<file path="config.mk">
export PLATFORM = sky130hd
export DESIGN_NAME = sliding_window_request_limiter
export DESIGN_NICKNAME = d
export VERILOG_FILES = /design/src/rtl/swrl_pkg.sv /design/src/rtl/swrl_datapath.sv /design/src/rtl/swrl_ctrl.sv /design/src/rtl/sliding_window_request_limiter.sv
export SDC_FILE = /design/constraint.sdc
export NUM_CORES = 1
export LEC_CHECK = 0
export BUFFER_PORTS_ARGS = -buffer_cell sky130_fd_sc_hd__buf_2
export CAP_MARGIN = 25
export CORE_MARGIN = 1.5
export CORE_UTILIZATION = 59
export DETAILED_ROUTE_END_ITERATION = 10
export PLACE_DENSITY = 0.79
export SLEW_MARGIN = 15
export SYNTH_ARGS = -nofsm -noshare
export SYNTH_HDL_FRONTEND = slang
export SYNTH_HIERARCHICAL = 1
export SYNTH_SLANG_ARGS = --single-unit
</file>
<file path="constraint.sdc">
create_clock -name aclk -period 18.06 [get_ports aclk]
set_input_delay 1.806 -clock aclk [delete_from_list [all_inputs] [get_ports aclk]]
set_output_delay 1.806 -clock aclk [all_outputs]
set_load 0.02 [all_outputs]
</file>
<file path="src/rtl/swrl_pkg.sv">
// shared widths, register codes and controller/datapath interface types
`default_nettype none

package swrl_pkg;

    localparam int RING_DEPTH = 16;

    localparam int STAMP_W    = 48;
    localparam int LIMIT_W    = 4;
    localparam int WINDOW_W   = 16;
    localparam int GUARD_W    = 10;
    localparam int WAIT_W     = 17;
    localparam int HELD_W     = 5;
    localparam int CFG_IDX_W  = 2;
    localparam int CFG_DATA_W = 16;

    localparam int IDX_W      = $clog2(RING_DEPTH);
    localparam int CNT_W      = $clog2(RING_DEPTH + 1);
    localparam int SUM_W      = $clog2(2 * RING_DEPTH);
    localparam int LIM_CMP_W  = (CNT_W > LIMIT_W) ? CNT_W : LIMIT_W;

    localparam logic [CFG_IDX_W-1:0] CFG_REQUEST_LIMIT = 2'd0;
    localparam logic [CFG_IDX_W-1:0] CFG_WINDOW_MS     = 2'd1;
    localparam logic [CFG_IDX_W-1:0] CFG_GUARD_MS      = 2'd2;

    localparam logic [LIMIT_W-1:0]  RESET_LIMIT  = 4'd10;
    localparam logic [WINDOW_W-1:0] RESET_WINDOW = 16'd1000;
    localparam logic [GUARD_W-1:0]  RESET_GUARD  = 10'd10;

    typedef struct packed {
        logic load_now;
        logic expire;
        logic keep_diff;
        logic compute;
        logic record;
        logic load_out;
    } ctrl_cmd_t;

    typedef struct packed {
        logic count_zero;
        logic expired;
        logic out_free;
    } dp_stat_t;

endpackage

`default_nettype wire

</file>
<file path="src/rtl/swrl_datapath.sv">
// stamp ring, config registers, expiry compare, wait arithmetic and output register
`default_nettype none

module swrl_datapath (
    input  logic                           aclk,
    input  logic                           aresetn,
    input  logic                           cfg_wr_en,
    input  logic [swrl_pkg::CFG_IDX_W-1:0]  cfg_index,
    input  logic [swrl_pkg::CFG_DATA_W-1:0] cfg_wdata,
    input  logic [swrl_pkg::STAMP_W-1:0]    s_now_ms,
    input  logic                           m_ready,
    output logic                           m_valid,
    output logic                           m_must_wait,
    output logic [swrl_pkg::WAIT_W-1:0]     m_wait_ms,
    output logic [swrl_pkg::HELD_W-1:0]     m_held_count,
    input  swrl_pkg::ctrl_cmd_t            cmd,
    output swrl_pkg::dp_stat_t             stat
);
    import swrl_pkg::*;

    logic [STAMP_W-1:0]  ring_mem [RING_DEPTH];
    logic [STAMP_W-1:0]  rdata_reg;

    logic [LIMIT_W-1:0]  limit_reg;
    logic [WINDOW_W-1:0] window_reg;
    logic [GUARD_W-1:0]  guard_reg;

    logic [STAMP_W-1:0]  now_reg;
    logic [STAMP_W:0]    diff_reg;
    logic [IDX_W-1:0]    oldest_reg, oldest_next, oldest_inc;
    logic [CNT_W-1:0]    count_reg, count_next;
    logic                must_reg;
    logic [WAIT_W-1:0]   wait_reg;

    logic                m_valid_reg;
    logic                m_must_reg;
    logic [WAIT_W-1:0]   m_wait_reg;
    logic [HELD_W-1:0]   m_held_reg;

    logic [STAMP_W:0]    diff;
    logic [STAMP_W:0]    win_ext;
    logic [WAIT_W-1:0]   cap;
    logic [WAIT_W-1:0]   wait_pos;
    logic                full;
    logic                hit;
    logic [SUM_W-1:0]    wr_sum;
    logic [IDX_W-1:0]    wr_addr;

    always_ff @(posedge aclk) begin
        if (!aresetn) begin
            limit_reg  <= RESET_LIMIT;
            window_reg <= RESET_WINDOW;
            guard_reg  <= RESET_GUARD;
        end else if (cfg_wr_en) begin
            unique case (cfg_index)
                CFG_REQUEST_LIMIT: limit_reg  <= cfg_wdata[LIMIT_W-1:0];
                CFG_WINDOW_MS:     window_reg <= cfg_wdata[WINDOW_W-1:0];
                CFG_GUARD_MS:      guard_reg  <= cfg_wdata[GUARD_W-1:0];
                default: ;
            endcase
        end
    end

    // signed age of the oldest held stamp, a later stamp gives a negative age
    assign diff    = {1'b0, now_reg} - {1'b0, rdata_reg};
    assign win_ext = (STAMP_W + 1)'(window_reg);
    assign cap     = WAIT_W'(window_reg) + WAIT_W'(guard_reg);
    assign wait_pos = cap - diff_reg[WAIT_W-1:0];

    assign full = (count_reg == CNT_W'(RING_DEPTH));
    assign hit  = (count_reg != '0) && (LIM_CMP_W'(count_reg) >= LIM_CMP_W'(limit_reg));

    assign oldest_inc = (oldest_reg == IDX_W'(RING_DEPTH - 1)) ? '0 : oldest_reg + 1'b1;
    assign wr_sum     = SUM_W'(oldest_reg) + SUM_W'(count_reg);

    always_comb begin
        if (full) begin
            wr_addr = oldest_reg;
        end else if (wr_sum >= SUM_W'(RING_DEPTH)) begin
            wr_addr = IDX_W'(wr_sum - SUM_W'(RING_DEPTH));
        end else begin
            wr_addr = IDX_W'(wr_sum);
        end
    end

    always_comb begin
        oldest_next = oldest_reg;
        count_next  = count_reg;
        if (cmd.expire) begin
            oldest_next = oldest_inc;
            count_next  = count_reg - 1'b1;
        end else if (cmd.record) begin
            if (full) begin
                oldest_next = oldest_inc;
            end else begin
                count_next = count_reg + 1'b1;
            end
        end
    end

    always_ff @(posedge aclk) begin
        if (!aresetn) begin
            oldest_reg <= '0;
            count_reg  <= '0;
        end else begin
            oldest_reg <= oldest_next;
            count_reg  <= count_next;
        end
    end

    // read runs every cycle at the next oldest slot so the data is registered for the next cycle
    always_ff @(posedge aclk) begin
        rdata_reg <= ring_mem[oldest_next];
    end

    always_ff @(posedge aclk) begin
        if (cmd.record) begin
            ring_mem[wr_addr] <= now_reg;
        end
    end

    always_ff @(posedge aclk) begin
        if (cmd.load_now) begin
            now_reg <= s_now_ms;
        end
        if (cmd.keep_diff) begin
            diff_reg <= diff;
        end
        if (cmd.compute) begin
            if (!hit) begin
                must_reg <= 1'b0;
                wait_reg <= '0;
            end else if (diff_reg[STAMP_W]) begin
                must_reg <= 1'b1;
                wait_reg <= cap;
            end else begin
                must_reg <= (wait_pos != '0);
                wait_reg <= wait_pos;
            end
        end
    end

    always_ff @(posedge aclk) begin
        if (!aresetn) begin
            m_valid_reg <= 1'b0;
        end else if (cmd.load_out) begin
            m_valid_reg <= 1'b1;
        end else if (m_ready) begin
            m_valid_reg <= 1'b0;
        end
    end

    always_ff @(posedge aclk) begin
        if (cmd.load_out) begin
            m_must_reg <= must_reg;
            m_wait_reg <= wait_reg;
            m_held_reg <= HELD_W'(count_reg);
        end
    end

    assign stat.count_zero = (count_reg == '0);
    assign stat.expired    = $signed(diff) > $signed(win_ext);
    assign stat.out_free   = !m_valid_reg || m_ready;

    assign m_valid      = m_valid_reg;
    assign m_must_wait  = m_must_reg;
    assign m_wait_ms    = m_wait_reg;
    assign m_held_count = m_held_reg;

endmodule

`default_nettype wire

</file>
<file path="src/rtl/swrl_ctrl.sv">
// controller state machine sequencing expiry, check, record and output
`default_nettype none

module swrl_ctrl (
    input  logic                aclk,
    input  logic                aresetn,
    input  logic                s_valid,
    output logic                s_ready,
    input  swrl_pkg::dp_stat_t  stat,
    output swrl_pkg::ctrl_cmd_t cmd
);
    import swrl_pkg::*;

    localparam logic [2:0] ST_IDLE   = 3'd0;
    localparam logic [2:0] ST_EXPIRE = 3'd1;
    localparam logic [2:0] ST_CHECK  = 3'd2;
    localparam logic [2:0] ST_RECORD = 3'd3;
    localparam logic [2:0] ST_OUTPUT = 3'd4;

    logic [2:0] state_reg, state_next;

    always_comb begin
        state_next = state_reg;
        cmd        = '0;
        unique case (state_reg)
            ST_IDLE: begin
                if (s_valid) begin
                    cmd.load_now = 1'b1;
                    state_next   = ST_EXPIRE;
                end
            end
            ST_EXPIRE: begin
                // one stamp a cycle, stop at the first one still inside the window or when none are left
                if (stat.count_zero) begin
                    state_next = ST_CHECK;
                end else if (stat.expired) begin
                    cmd.expire = 1'b1;
                end else begin
                    cmd.keep_diff = 1'b1;
                    state_next    = ST_CHECK;
                end
            end
            ST_CHECK: begin
                cmd.compute = 1'b1;
                state_next  = ST_RECORD;
            end
            ST_RECORD: begin
                cmd.record = 1'b1;
                state_next = ST_OUTPUT;
            end
            ST_OUTPUT: begin
                if (stat.out_free) begin
                    cmd.load_out = 1'b1;
                    state_next   = ST_IDLE;
                end
            end
            default: begin
                state_next = ST_IDLE;
            end
        endcase
    end

    always_ff @(posedge aclk) begin
        if (!aresetn) begin
            state_reg <= ST_IDLE;
        end else begin
            state_reg <= state_next;
        end
    end

    assign s_ready = (state_reg == ST_IDLE);

endmodule

`default_nettype wire

</file>
<file path="src/rtl/sliding_window_request_limiter.sv">
// Sliding window request limiter: each accepted beat carries the request time in
// milliseconds; the block drops held stamps older than window_ms, reports a wait
// when one or more and at least request_limit stamps remain, records the new
// stamp in a 16-entry ring (overwriting the oldest when full) and returns one
// result beat. After a beat is accepted the controller expires stamps one per
// cycle (0 to 16 of them, as the ring memory has one read port), then checks
// the wait, writes the ring and loads the output register; only then can the
// next beat be taken. A result waiting in the output register holds the
// controller in its last step until it is taken. Config writes go through
// cfg_wr_en/cfg_index/cfg_wdata (0 request_limit, 1 window_ms, 2 guard_ms) and
// must only be issued while the block is idle.
`default_nettype none

module sliding_window_request_limiter (
    input  logic                           aclk,
    input  logic                           aresetn,
    input  logic                           cfg_wr_en,
    input  logic [swrl_pkg::CFG_IDX_W-1:0]  cfg_index,
    input  logic [swrl_pkg::CFG_DATA_W-1:0] cfg_wdata,
    input  logic                           s_valid,
    output logic                           s_ready,
    input  logic [swrl_pkg::STAMP_W-1:0]    s_now_ms,
    output logic                           m_valid,
    input  logic                           m_ready,
    output logic                           m_must_wait,
    output logic [swrl_pkg::WAIT_W-1:0]     m_wait_ms,
    output logic [swrl_pkg::HELD_W-1:0]     m_held_count
);
    import swrl_pkg::*;

    ctrl_cmd_t cmd;
    dp_stat_t  stat;

    swrl_ctrl u_ctrl (
        .aclk    (aclk),
        .aresetn (aresetn),
        .s_valid (s_valid),
        .s_ready (s_ready),
        .stat    (stat),
        .cmd     (cmd)
    );

    swrl_datapath u_datapath (
        .aclk         (aclk),
        .aresetn      (aresetn),
        .cfg_wr_en    (cfg_wr_en),
        .cfg_index    (cfg_index),
        .cfg_wdata    (cfg_wdata),
        .s_now_ms     (s_now_ms),
        .m_ready      (m_ready),
        .m_valid      (m_valid),
        .m_must_wait  (m_must_wait),
        .m_wait_ms    (m_wait_ms),
        .m_held_count (m_held_count),
        .cmd          (cmd),
        .stat         (stat)
    );

endmodule

`default_nettype wire

</file>
==> results.cfg <==
[timing]
setup_viol = 0
clock_skew_ps = 36.0
post-route-period-util_pct = 55.4
slew_viol_final = 0
whs_ps = 416
setup_tns_ps = 0
grt_setup_unrepaired = false
hold_viol = 0
worst_pin_slew_ps = 1110
timing.fmax_ghz = 0.100
period_needed_ps = 10000
slew_headroom_pct = 26.3

[setup_path]
crit_arrival_ps = 10500
cp-startpoint = u_datapath/now_reg[0]
worstPathMaxFanout = 80
endpoint = u_datapath/rdata_reg[28]
crit_path_end_kind = register
cp.required_ps = 18560
worstRegToRegCells = 34
timing.rr.end = u_datapath/rdata_reg[28]
crit_slowest_cell = buf_4
r2r_slack_ps = 8060
critPathMaxStageDelay_ps = 830
crit_type = register to register
cp-start-kind = register
r2r_start = u_datapath/now_reg[0]

[grt]
grt_pass1_wl_mm = 135
grt-ovfl-total = 0
grt_start_max_net_pins = 144
grtUsageTotal_pct = 25.9
antenna_found_initial = 0
grt_pass1_vias = 22800

[flow_run]
cap_violations = 0

[logic_synthesis]
syn-instance-count = 2420
ys_types = 80
synth_nets = 2597
yosysMostFrequentCell = edfxtp_1
synth.avg_cell_area_um2 = 16.7
async_reset_ff_share_pct = 0
synth.largest_area_cell = edfxtp_1
mappedNetlistArea_um2 = 40300
synth-edff-count = 875
yosys-top-cells-count = edfxtp_1, nand2_1, mux4_2
yosysSeqAreaShare_pct = 69.7
synth_ff_type = edfxtp_1
ys_ff_latch = 966
yosys.area.top_type_share_pct = 65.1
yosysWarnings = 6
synthTopCellsByArea = edfxtp_1, mux4_2, dfxtp_1, ha_1, nand2_1

[layout]
diodes = 0
fin_util_pct = 66.8
layout-drive-gt1-share_pct = 19.3
area_growth_pct = 11.6
n_fill_cell = 4259
layout.nets = 2727
largest_register_ffs = 768

[place]
port_buffers = 95
hpwlAfterDp_mm = 46.5
place_congestion = 0.924

[route]
drtAntennaViolNets = 0
first_pass_iters = 7
vias = 22300
drt_iter0_drc = 2795
drc_errors = 0
vias_per_cell = 6.38
drt_wl_total_mm = 89.6
routedWlPerCell_um = 25.6

[clock_tree]
cts_buffers = 95
cts.path.max_buffers = 3
post_cts_buffers = 0
path_clk_slew_ps = 60
cts-root-buf = clkbuf_16
clk_latency_ps = 670
cts-resized-gates = 0
cts-htree-levels = 3
postCtsHoldBufs = 0
cts_tree = done
numClockSinks = 966

[pwr]
seq_power_share_pct = 53.5
p_per_area_nw_per_um2 = 104
p_switching_w = 0.00102
vdd_ir_drop_max_uv = 91.4
internal_power_w = 0.00368
p_sw_share_pct = 21.8
combPwrFrac_pct = 5.0
power_frac_clock_pct = 41.4
power_w = 0.00470
leakagePower_nw = 15.7

[die]
core_area_um2 = 67400
pin_count = 96
start_util_pct = 59.8
die_y_um = 264
rows = 95
chipWidth_um = 264
die_area_um2 = 69900

[status]
status = finished clean

[min_path]
hold_path_class = register to register
-- cell usage in the layout (no fill, tap or decap), types with 7 or more instances in the layout --
cell type    n
nor2_4      16
o21ai_1      9
mux4_2     192
and2_1      55
xor2_1      26
nor3_1      16
mux2i_1     19
a21oi_1     90
xnor2_1     44
ha_1       101
a21o_1      29
o21a_1      12
dfxtp_1     91
bufinv_16    7
inv_1      117
nor2_1      82
buf_2       97
nor4_1       7
a31oi_1     55
nand2_1    197
nor2b_1     20
nand3_1     15
buf_4       31
a211oi_1    53
nand4_1     18
clkinv_2     8
o211ai_1    14
edfxtp_1   875
clkbuf_1    36
nand2b_1     9
o21ai_0     36
clkinv_1     7
clkbuf_16   95
a21boi_0    17
o21bai_1    11
-- worst min path at each step --
stage	from	end	slack, ps	cells after the start
2_1_floorplan	u_datapath/must_reg	u_datapath/m_must_wait	400	0
3_3_place_gp	u_datapath/wait_reg[0]	u_datapath/m_wait_ms[0]	400	0
3_5_place_dp	u_datapath/wait_reg[16]	u_datapath/m_wait_ms[16]	410	0
4_1_cts	u_datapath/wait_reg[16]	u_datapath/m_wait_ms[16]	420	0
5_1_grt	u_datapath/wait_reg[16]	u_datapath/m_wait_ms[16]	430	0
6_report	u_datapath/wait_reg[6]	u_datapath/m_wait_ms[6]	420	0
-- kinds of logic after synthesis --
kind of cell	count (synthesis)	synth area share, %
XOR/XNOR	72	1.56
adder cells (fa/ha/maj)	106	3.38
AO/OA/AOI/OAI	373	6.26
multiplexers	214	11.3
AND/OR/NAND/NOR	474	5.60
flip-flops	966	69.7
buffers and inverters	215	2.26
-- power by group through the flow --
stage | clock [W] | sequential [W] | combinational [W]
6_report | 0.00195 | 0.00251 | 0.000236
5_1_grt | 0.00206 | 0.00252 | 0.000257
4_1_cts | 0.00197 | 0.00251 | 0.000232
3_5_place_dp | 0 | 0.00256 | 0.000229
3_3_place_gp | 0 | 0.00256 | 0.000223
2_1_floorplan | 0 | 0.00254 | 0.000170
-- critical path: cells and delay by family, from the launching register on --
family                     cells  cell delay [ps]
buffers and inverters          6             2260
and+or+nand+nor               10             2060
DFF                            1              570
adders and majority gates      3              910
muxes                          2              780
xor gates and xnor gates       1              110
AOI/OAI and AO/OA             12             2970
-- metal layers --
| metal | up-vias | global-route usage, % | part of all wire (%) |
|---|---|---|---|
| li1 | 9708 | - | - |
| met1 | 11300 | 34.4 | 39 |
| met2 | 1083 | 44.1 | 50 |
| met3 | 208 | 3.73 | 7.2 |
| met4 | 0 | 9.38 | 3.2 |
| met5 | - | 0 | 0 |
-- through the flow --
stage,worst slack (ps),std cells,area [um^2]
2_1_floorplan,11280,2420,40300
3_3_place_gp,8450,3321,41900
3_5_place_dp,8150,3325,41900
4_1_cts,8030,3501,45000
5_1_grt,7420,3502,45000
6_report,8060,3502,45000
-- layout make-up --
class / instances / area [um^2] / share of cell area, %
inverters: 117 / 439 / 0.975
clock buffers: 137 / 2590 / 5.76
clock inverters: 39 / 490 / 1.09
multi-input cells: 1239 / 11500 / 25.6
well taps: 873 / 1090 / 2.43
repair buffers: 131 / 786 / 1.75
flip-flops and latches: 966 / 28100 / 62.4
(Power assumes the default switching activity.)
